### config.mk
export PLATFORM = sky130hd
export DESIGN_NAME = base64_stream_decoder
export DESIGN_NICKNAME = d
export VERILOG_FILES = /design/src/sv/b64d_pkg.sv /design/src/sv/base64_stream_decoder.sv /design/src/sv/b64d_front.sv /design/src/sv/b64d_queue.sv /design/src/sv/b64d_back.sv
export SDC_FILE = /design/constraint.sdc
export NUM_CORES = 1
export LEC_CHECK = 0
export BUFFER_PORTS_ARGS = -buffer_cell sky130_fd_sc_hd__buf_2
export CAP_MARGIN = 15
export CORE_MARGIN = 1.5
export CORE_UTILIZATION = 54
export DETAILED_ROUTE_END_ITERATION = 8
export HOLD_SLACK_MARGIN = 0.02
export MAX_ROUTING_LAYER = met4
export PLACE_DENSITY_LB_ADDON = 0.3
export REMOVE_ABC_BUFFERS = 1
export SKIP_CTS_REPAIR_TIMING = 1
export SYNTH_ARGS = -nofsm -noshare
export SYNTH_HDL_FRONTEND = slang
export SYNTH_SLANG_ARGS = --single-unit
### constraint.sdc
create_clock -name clk -period 3.09 [get_ports clk]
set_clock_uncertainty 0.1 [all_clocks]
set_input_delay 0.309 -clock clk [delete_from_list [all_inputs] [get_ports clk]]
set_output_delay 0.309 -clock clk [all_outputs]
set_load 0.01 [all_outputs]
### src/sv/b64d_pkg.sv
// Package for the Base64 stream decoder.
// Holds the decode job type, the sextet codes and the character map.
// No dependencies.
package b64d_pkg;

	localparam logic [6:0] SEXTET_PAD = 7'd64;
	localparam logic [6:0] SEXTET_BAD = 7'd65;

	typedef struct packed {
		logic [23:0] word;
		logic [1:0]  last_idx;
		logic        eom;
		logic        bad;
	} job_t;

	function automatic logic [6:0] sextet_of(input logic [7:0] c);
		logic [6:0] v;
		v = SEXTET_BAD;
		unique case (c) inside
			[8'h41:8'h5A]: v = 7'(c - 8'h41);
			[8'h61:8'h7A]: v = 7'(c - 8'h61 + 8'd26);
			[8'h30:8'h39]: v = 7'(c - 8'h30 + 8'd52);
			8'h2B:         v = 7'd62;
			8'h2F:         v = 7'd63;
			8'h3D:         v = SEXTET_PAD;
			default:       v = SEXTET_BAD;
		endcase
		return v;
	endfunction

endpackage

### src/sv/base64_stream_decoder.sv
// Base64 stream decoder, top level: front, job queue, back.
// A group's first result word passes the job queue, then the output register.
// Throughput: one character per cycle in unless full, one byte per cycle out on pop.
// full rises only when the job queue holds QUEUE_DEPTH undelivered jobs.
// Reset (arst_n low, asynchronous) clears group state, error flag, queue and output.
// Depends on b64d_pkg, b64d_front, b64d_queue, b64d_back.
module base64_stream_decoder import b64d_pkg::*; #(
	parameter int QUEUE_DEPTH = 4
) (
	input  logic       clk,
	input  logic       arst_n,
	input  logic [7:0] symbol,
	input  logic       final_symbol,
	input  logic       push,
	output logic       full,
	output logic [7:0] data_byte,
	output logic       end_of_message,
	output logic       bad_message,
	output logic       empty,
	input  logic       pop
);

	job_t fe_job;
	job_t head_job;
	logic fe_push;
	logic head_valid;
	logic head_pop;
	logic accept;

	assign accept = push && !full;

	b64d_front u_front (
		.clk          (clk),
		.arst_n       (arst_n),
		.accept       (accept),
		.symbol       (symbol),
		.final_symbol (final_symbol),
		.job_push     (fe_push),
		.job          (fe_job)
	);

	b64d_queue #(
		.DEPTH (QUEUE_DEPTH)
	) u_queue (
		.clk        (clk),
		.arst_n     (arst_n),
		.push       (fe_push),
		.push_job   (fe_job),
		.full       (full),
		.head_valid (head_valid),
		.head_job   (head_job),
		.pop        (head_pop)
	);

	b64d_back u_back (
		.clk            (clk),
		.arst_n         (arst_n),
		.head_valid     (head_valid),
		.head_job       (head_job),
		.head_pop       (head_pop),
		.data_byte      (data_byte),
		.end_of_message (end_of_message),
		.bad_message    (bad_message),
		.empty          (empty),
		.pop            (pop)
	);

endmodule

### src/sv/b64d_front.sv
// Front end of the Base64 stream decoder: classify characters, gather groups.
// Emits one decode job per finished group or per failed message.
// Depends on b64d_pkg.
module b64d_front import b64d_pkg::*; (
	input  logic       clk,
	input  logic       arst_n,
	input  logic       accept,
	input  logic [7:0] symbol,
	input  logic       final_symbol,
	output logic       job_push,
	output job_t       job
);

	logic [17:0] gather_q;
	logic [1:0]  pos_q;
	logic [1:0]  pad_seen_q;
	logic        err_q;

	logic [17:0] gather_n;
	logic [1:0]  pos_n;
	logic [1:0]  pad_seen_n;
	logic        err_n;
	logic [6:0]  v;
	logic        is_pad;
	logic [5:0]  bits;
	logic [1:0]  pads;
	logic        emit_data;

	always_comb begin
		v          = sextet_of(symbol);
		is_pad     = (v == SEXTET_PAD);
		bits       = is_pad ? 6'd0 : v[5:0];
		pads       = pad_seen_q + {1'b0, is_pad};
		gather_n   = gather_q;
		pos_n      = pos_q;
		pad_seen_n = pad_seen_q;
		err_n      = err_q;
		emit_data  = 1'b0;
		if (!err_q) begin
			if (v == SEXTET_BAD) begin
				err_n = 1'b1;
			end else if (is_pad && pos_q < 2'd2) begin
				err_n = 1'b1;
			end else if (!is_pad && pad_seen_q != 2'd0) begin
				err_n = 1'b1;
			end else if (pos_q < 2'd3) begin
				gather_n   = {gather_q[11:0], bits};
				pad_seen_n = pad_seen_q + {1'b0, is_pad};
				pos_n      = pos_q + 2'd1;
				if (final_symbol) begin
					err_n = 1'b1;
				end
			end else if (pads != 2'd0 && !final_symbol) begin
				err_n = 1'b1;
			end else begin
				emit_data  = 1'b1;
				gather_n   = '0;
				pos_n      = '0;
				pad_seen_n = '0;
			end
		end
		if (final_symbol) begin
			gather_n   = '0;
			pos_n      = '0;
			pad_seen_n = '0;
		end
	end

	always_comb begin
		job      = '{word: {gather_q, bits}, last_idx: 2'd2 - pads,
		             eom: final_symbol, bad: 1'b0};
		job_push = accept && emit_data;
		if (final_symbol && err_n) begin
			job      = '{word: '0, last_idx: 2'd0, eom: 1'b1, bad: 1'b1};
			job_push = accept;
		end
	end

	always_ff @(posedge clk or negedge arst_n) begin
		if (!arst_n) begin
			gather_q   <= '0;
			pos_q      <= '0;
			pad_seen_q <= '0;
			err_q      <= 1'b0;
		end else if (accept) begin
			gather_q   <= gather_n;
			pos_q      <= pos_n;
			pad_seen_q <= pad_seen_n;
			err_q      <= err_n && !final_symbol;
		end
	end

endmodule

### src/sv/b64d_queue.sv
// Job queue between front and back of the Base64 stream decoder.
// Small register FIFO with combinational head read.
// Depends on b64d_pkg.
module b64d_queue import b64d_pkg::*; #(
	parameter int DEPTH = 4
) (
	input  logic clk,
	input  logic arst_n,
	input  logic push,
	input  job_t push_job,
	output logic full,
	output logic head_valid,
	output job_t head_job,
	input  logic pop
);

	localparam int AW = (DEPTH > 2) ? $clog2(DEPTH) : 1;
	localparam int CW = $clog2(DEPTH + 1);

	job_t          mem_q [DEPTH];
	logic [AW-1:0] wr_q;
	logic [AW-1:0] rd_q;
	logic [CW-1:0] cnt_q;

	logic do_push;
	logic do_pop;

	assign full       = (cnt_q == CW'(DEPTH));
	assign head_valid = (cnt_q != '0);
	assign head_job   = mem_q[rd_q];
	assign do_push    = push && !full;
	assign do_pop     = pop && head_valid;

	always_ff @(posedge clk) begin
		if (do_push) begin
			mem_q[wr_q] <= push_job;
		end
	end

	always_ff @(posedge clk or negedge arst_n) begin
		if (!arst_n) begin
			wr_q  <= '0;
			rd_q  <= '0;
			cnt_q <= '0;
		end else begin
			if (do_push) begin
				wr_q <= (wr_q == AW'(DEPTH - 1)) ? '0 : wr_q + AW'(1);
			end
			if (do_pop) begin
				rd_q <= (rd_q == AW'(DEPTH - 1)) ? '0 : rd_q + AW'(1);
			end
			cnt_q <= cnt_q + CW'(do_push) - CW'(do_pop);
		end
	end

endmodule

### src/sv/b64d_back.sv
// Back end of the Base64 stream decoder: split jobs into result words.
// One byte per cycle into an output register while it is empty or popped.
// Depends on b64d_pkg.
module b64d_back import b64d_pkg::*; (
	input  logic       clk,
	input  logic       arst_n,
	input  logic       head_valid,
	input  job_t       head_job,
	output logic       head_pop,
	output logic [7:0] data_byte,
	output logic       end_of_message,
	output logic       bad_message,
	output logic       empty,
	input  logic       pop
);

	logic [1:0] k_q;
	logic       valid_q;
	logic [7:0] data_q;
	logic       eom_q;
	logic       bad_q;

	logic       load;
	logic       take;
	logic       last;
	logic [7:0] sel_byte;

	always_comb begin
		load = !valid_q || pop;
		take = load && head_valid;
		last = (k_q == head_job.last_idx);
		head_pop = take && last;
		case (k_q)
			2'd0:    sel_byte = head_job.word[23:16];
			2'd1:    sel_byte = head_job.word[15:8];
			default: sel_byte = head_job.word[7:0];
		endcase
	end

	always_ff @(posedge clk) begin
		if (take) begin
			data_q <= sel_byte;
			eom_q  <= head_job.eom && last;
			bad_q  <= head_job.bad;
		end
	end

	always_ff @(posedge clk or negedge arst_n) begin
		if (!arst_n) begin
			k_q     <= '0;
			valid_q <= 1'b0;
		end else begin
			if (load) begin
				valid_q <= head_valid;
			end
			if (take) begin
				k_q <= last ? 2'd0 : k_q + 2'd1;
			end
		end
	end

	assign data_byte      = data_q;
	assign end_of_message = eom_q;
	assign bad_message    = bad_q;
	assign empty          = !valid_q;

endmodule

==> summary.txt <==
Run status
  • Status: finished, violations left
  • Failing checks: negative setup slack

Yosys
  • Yosys top cell by area: edfxtp_1
  • Post-synthesis mux area share: 9.21%
  • Post-synth top area share: 52.3%
  • Yosys cell types: 71
  • Ys async rst share: 21.3%
  • Post-synthesis compound-gate area fraction: 10.2%
  • Synth area leaders: edfxtp_1 52%, dfrtp_1 12%, mux4_2 9.0%
  • Xor and xnor fraction of the mapped netlist area: 0.750%
  • Number of synthesized flops with an enable pin: 122
  • Synth warnings: 0
  • Synth Area in Adders: 3.86%
  • Largest family of logic cells by synthesized area: compound AO/OA/AOI/OAI gates
  • Syn Std Cell Area: 7010 µm²
  • Post-synthesis sequential area ratio: 64.1%
  • Flops & latches, synth: 155
  • Syn avg cell area: 15.4 µm²
  • Ys flop type: edfxtp_1
  • Simple-gate share of the synthesized area: 8.77%
  • Mapped Cells: 456

Global route
  • Largest net degree at the start of global routing: 34
  • Vias in the first global route: 4434
  • Gr ovfl total: 0
  • First-pass GRT wire length: 23.5 mm
  • Antenna violations before repair: 0
  • GR Util All Layers: 24.3%

Place
  • Hpwl dp: 9.56 mm
  • Post-DP Area: 7900 µm²
  • Final Wtd Congestion: 0.868
  • Placed cell count: 705
  • # port buffers: 24

CTS
  • CTS tree: built
  • Clk root buf: clkbuf_16
  • Clock Path Buffers: 2
  • CTS buffer count: 17
  • Clk sinks: 155
  • Worst skew pair latency: 0.42 ns
  • Clock slew at reported path FFs: 0.06 ns
  • H-tree Lvls: 4

Route
  • Avg Vias per Cell: 5.99
  • ANT nets after route: 0
  • Post-route DRC: 0
  • Routed WL: 16.2 mm
  • Routed WL per cell: 21.5 µm
  • Vias: 4524
  • Initial DRT Pass Iterations: 5
  • 1st-iter DRT viols: 413

Power
  • Sw power: 2060 µW
  • P per Cell Area: 781 nW/µm²
  • Peak VDD IR: 0.454 mV
  • Combinational Power Share: 30.2%
  • Internal power: 5110 µW
  • Flop pwr share: 40.2%
  • Clock power frac: 29.6%
  • Switching Fraction: 28.7%
  • Leakage: 0.00343 µW

Final layout
  • Area delta synth->final: 31.1%
  • Layout cells sized above 1: 40.7%
  • Core Util, Final: 72.8%
  • Nets: 604
  • FF/Latch Area: 4490 µm²
  • Most common cell after layout, fill and taps aside: edfxtp_1
  • Final std cells w/o fill: 755
  • Fillers: 798
  • Multi-input logic area: 2670 µm²
  • Most frequent cells in the layout: 122 x edfxtp_1, 70 x buf_4, 32 x dfrtp_1, 28 x mux4_2, 24 x inv_1
  • Design area: 9190 µm²
  • Antenna cells: 0

Timing
  • Worst slew margin: 44.7%
  • Min Clock Period, post-route: 3.54 ns
  • Max frequency: 282 MHz
  • Hold WS: 0.167 ns
  • Fin crit share: 115%
  • Slew Viols, Final: 0
  • RSZ-0062 raised after global routing: yes
  • Worst-Margin Slew: 0.829 ns
  • # setup viols final: 138
  • Fin worst setup slack: -0.451 ns
  • Fin. Hold Viols: 0

Floorplanning
  • Core area: 12600 µm²
  • Die area: 13700 µm²
  • Site row count: 41
  • Initial core utilization: 55.5%
  • Die H: 117 µm
  • IO Count: 25
  • Die W: 117 µm

Critical path
  • CP required: 3.12 ns
  • Critical path peak fanout: 7
  • CP Launch Type: primary input
  • CP Class: in2reg
  • CP Capture Type: flop
  • Critical Path AT: 3.58 ns

Flow run
  • Maxcap violations: 0

Worst hold path
  • HP Class: in2reg
## layer usage
| layer | wire (µm) | vias up | global-route usage [%] |
|---|---|---|---|
| met5 | 0 | - | - |
| met4 | 307 | 0 | 8.67 |
| met3 | 690 | 26 | 4.58 |
| met2 | 8640 | 156 | 41.5 |
| met1 | 6580 | 2329 | 29.2 |
| li1 | - | 2013 | - |
## flip-flops by register name, summed over array words and instances, names as in the netlist
signal	cells
u_queue.mem_q	112
u_front.gather_q	18
u_back.data_byte	8
u_queue.cnt_q	3
u_back.k_q	2
u_front.pad_seen_q	2
u_front.pos_q	2
u_queue.rd_q	2
u_queue.wr_q	2
u_back.bad_message	1
u_back.end_of_message	1
u_back.valid_q	1
u_front.err_q	1
## kinds of logic (layout without fill, tap and decap cells)
family / after synthesis / in the layout
AO/OA/AOI/OAI: 87 / 87
XOR/XNOR: 6 / 6
adder cells (fa/ha/maj): 21 / 21
buffers and inverters: 52 / 179
flip-flops: 155 / 155
multiplexers: 29 / 29
AND/OR/NAND/NOR: 106 / 106
## stage by stage
| stage | setup TNS (ns) | total power, µW | worst slack, ns |
|---|---|---|---|
| after floorplan | -245.92 | 4110 | -1.79 |
| final | -56.32 | 7180 | -0.451 |
| after global routing | -72.40 | 7520 | -0.557 |
| after detailed placement | -179.39 | 4830 | -1.15 |
| after CTS | -85.85 | 6970 | -0.768 |
| after global placement | -158.67 | 4760 | -1.00 |
## path summary, 6_finish.rpt
kind	from	to	slack [ns]	cells after the start
hold / removal	final_symbol	u_queue.mem_q[1][1]$_DFFE_PP_	0.17	1
setup / recovery	symbol[2]	u_queue.mem_q[0][5]$_DFFE_PP_	-0.45	19
max in group asynchronous	arst_n	u_queue.rd_q[0]$_DFFE_PN0P_	1.89	2
hold reg to reg	u_front.gather_q[15]$_DFFE_PN0P_	u_front.gather_q[15]$_DFFE_PN0P_	0.41	1
min in group asynchronous	arst_n	u_back.k_q[1]$_DFFE_PN0P_	0.42	2
setup reg to reg	u_queue.rd_q[0]$_DFFE_PN0P_	u_queue.cnt_q[2]$_DFF_PN0_	0.35	10
## critical path, cell delays in order
cell	delay, ns
buf_8	0.09
inv_6	0.04
ha_4	0.16
and2_4	0.14
o311ai_4	0.38
buf_4	0.20
o221ai_4	0.11
a221oi_2	0.29
and4_4	0.26
and3_4	0.19
ha_4	0.16
xnor2_4	0.12
ha_4	0.17
inv_4	0.04
a211o_1	0.29
buf_6	0.14
a21boi_4	0.16
buf_12	0.14
clkbuf_16	0.16
## cell usage after synthesis, drive strengths merged (3+ instances only)
library cell / n
o21ai: 18
a211oi: 3
clkbuf: 7
and3: 4
nor3: 11
o2bb2ai: 5
edfxtp: 122
nor2: 14
nand2: 15
a21oi: 8
inv: 30
nand4: 5
xnor2: 6
nor4bb: 3
a22oi: 8
a21boi: 4
nand3: 13
and2: 5
buf: 15
nand2b: 3
ha: 20
dfrtp: 33
nor2b: 20
mux4: 28
a22o: 14
## cell type report
cell class / instances / share of cell area [%]
sequential: 155 / 48.9
multi-input combinational: 249 / 29.1
timing repair buffer: 117 / 11.7
clock buffer: 23 / 4.99
tap: 172 / 2.34
clock inverter: 9 / 1.58
inverter: 30 / 1.36
## power groups by stage
stage	clock network, µW	logic, µW	registers [µW]
2_1_floorplan	0	1100	3010
3_3_place_gp	0	1870	2890
3_5_place_dp	0	1920	2910
4_1_cts	2140	1950	2880
5_1_grt	2230	2370	2920
6_report	2120	2170	2880
Power figures use the tool's default switching activity.
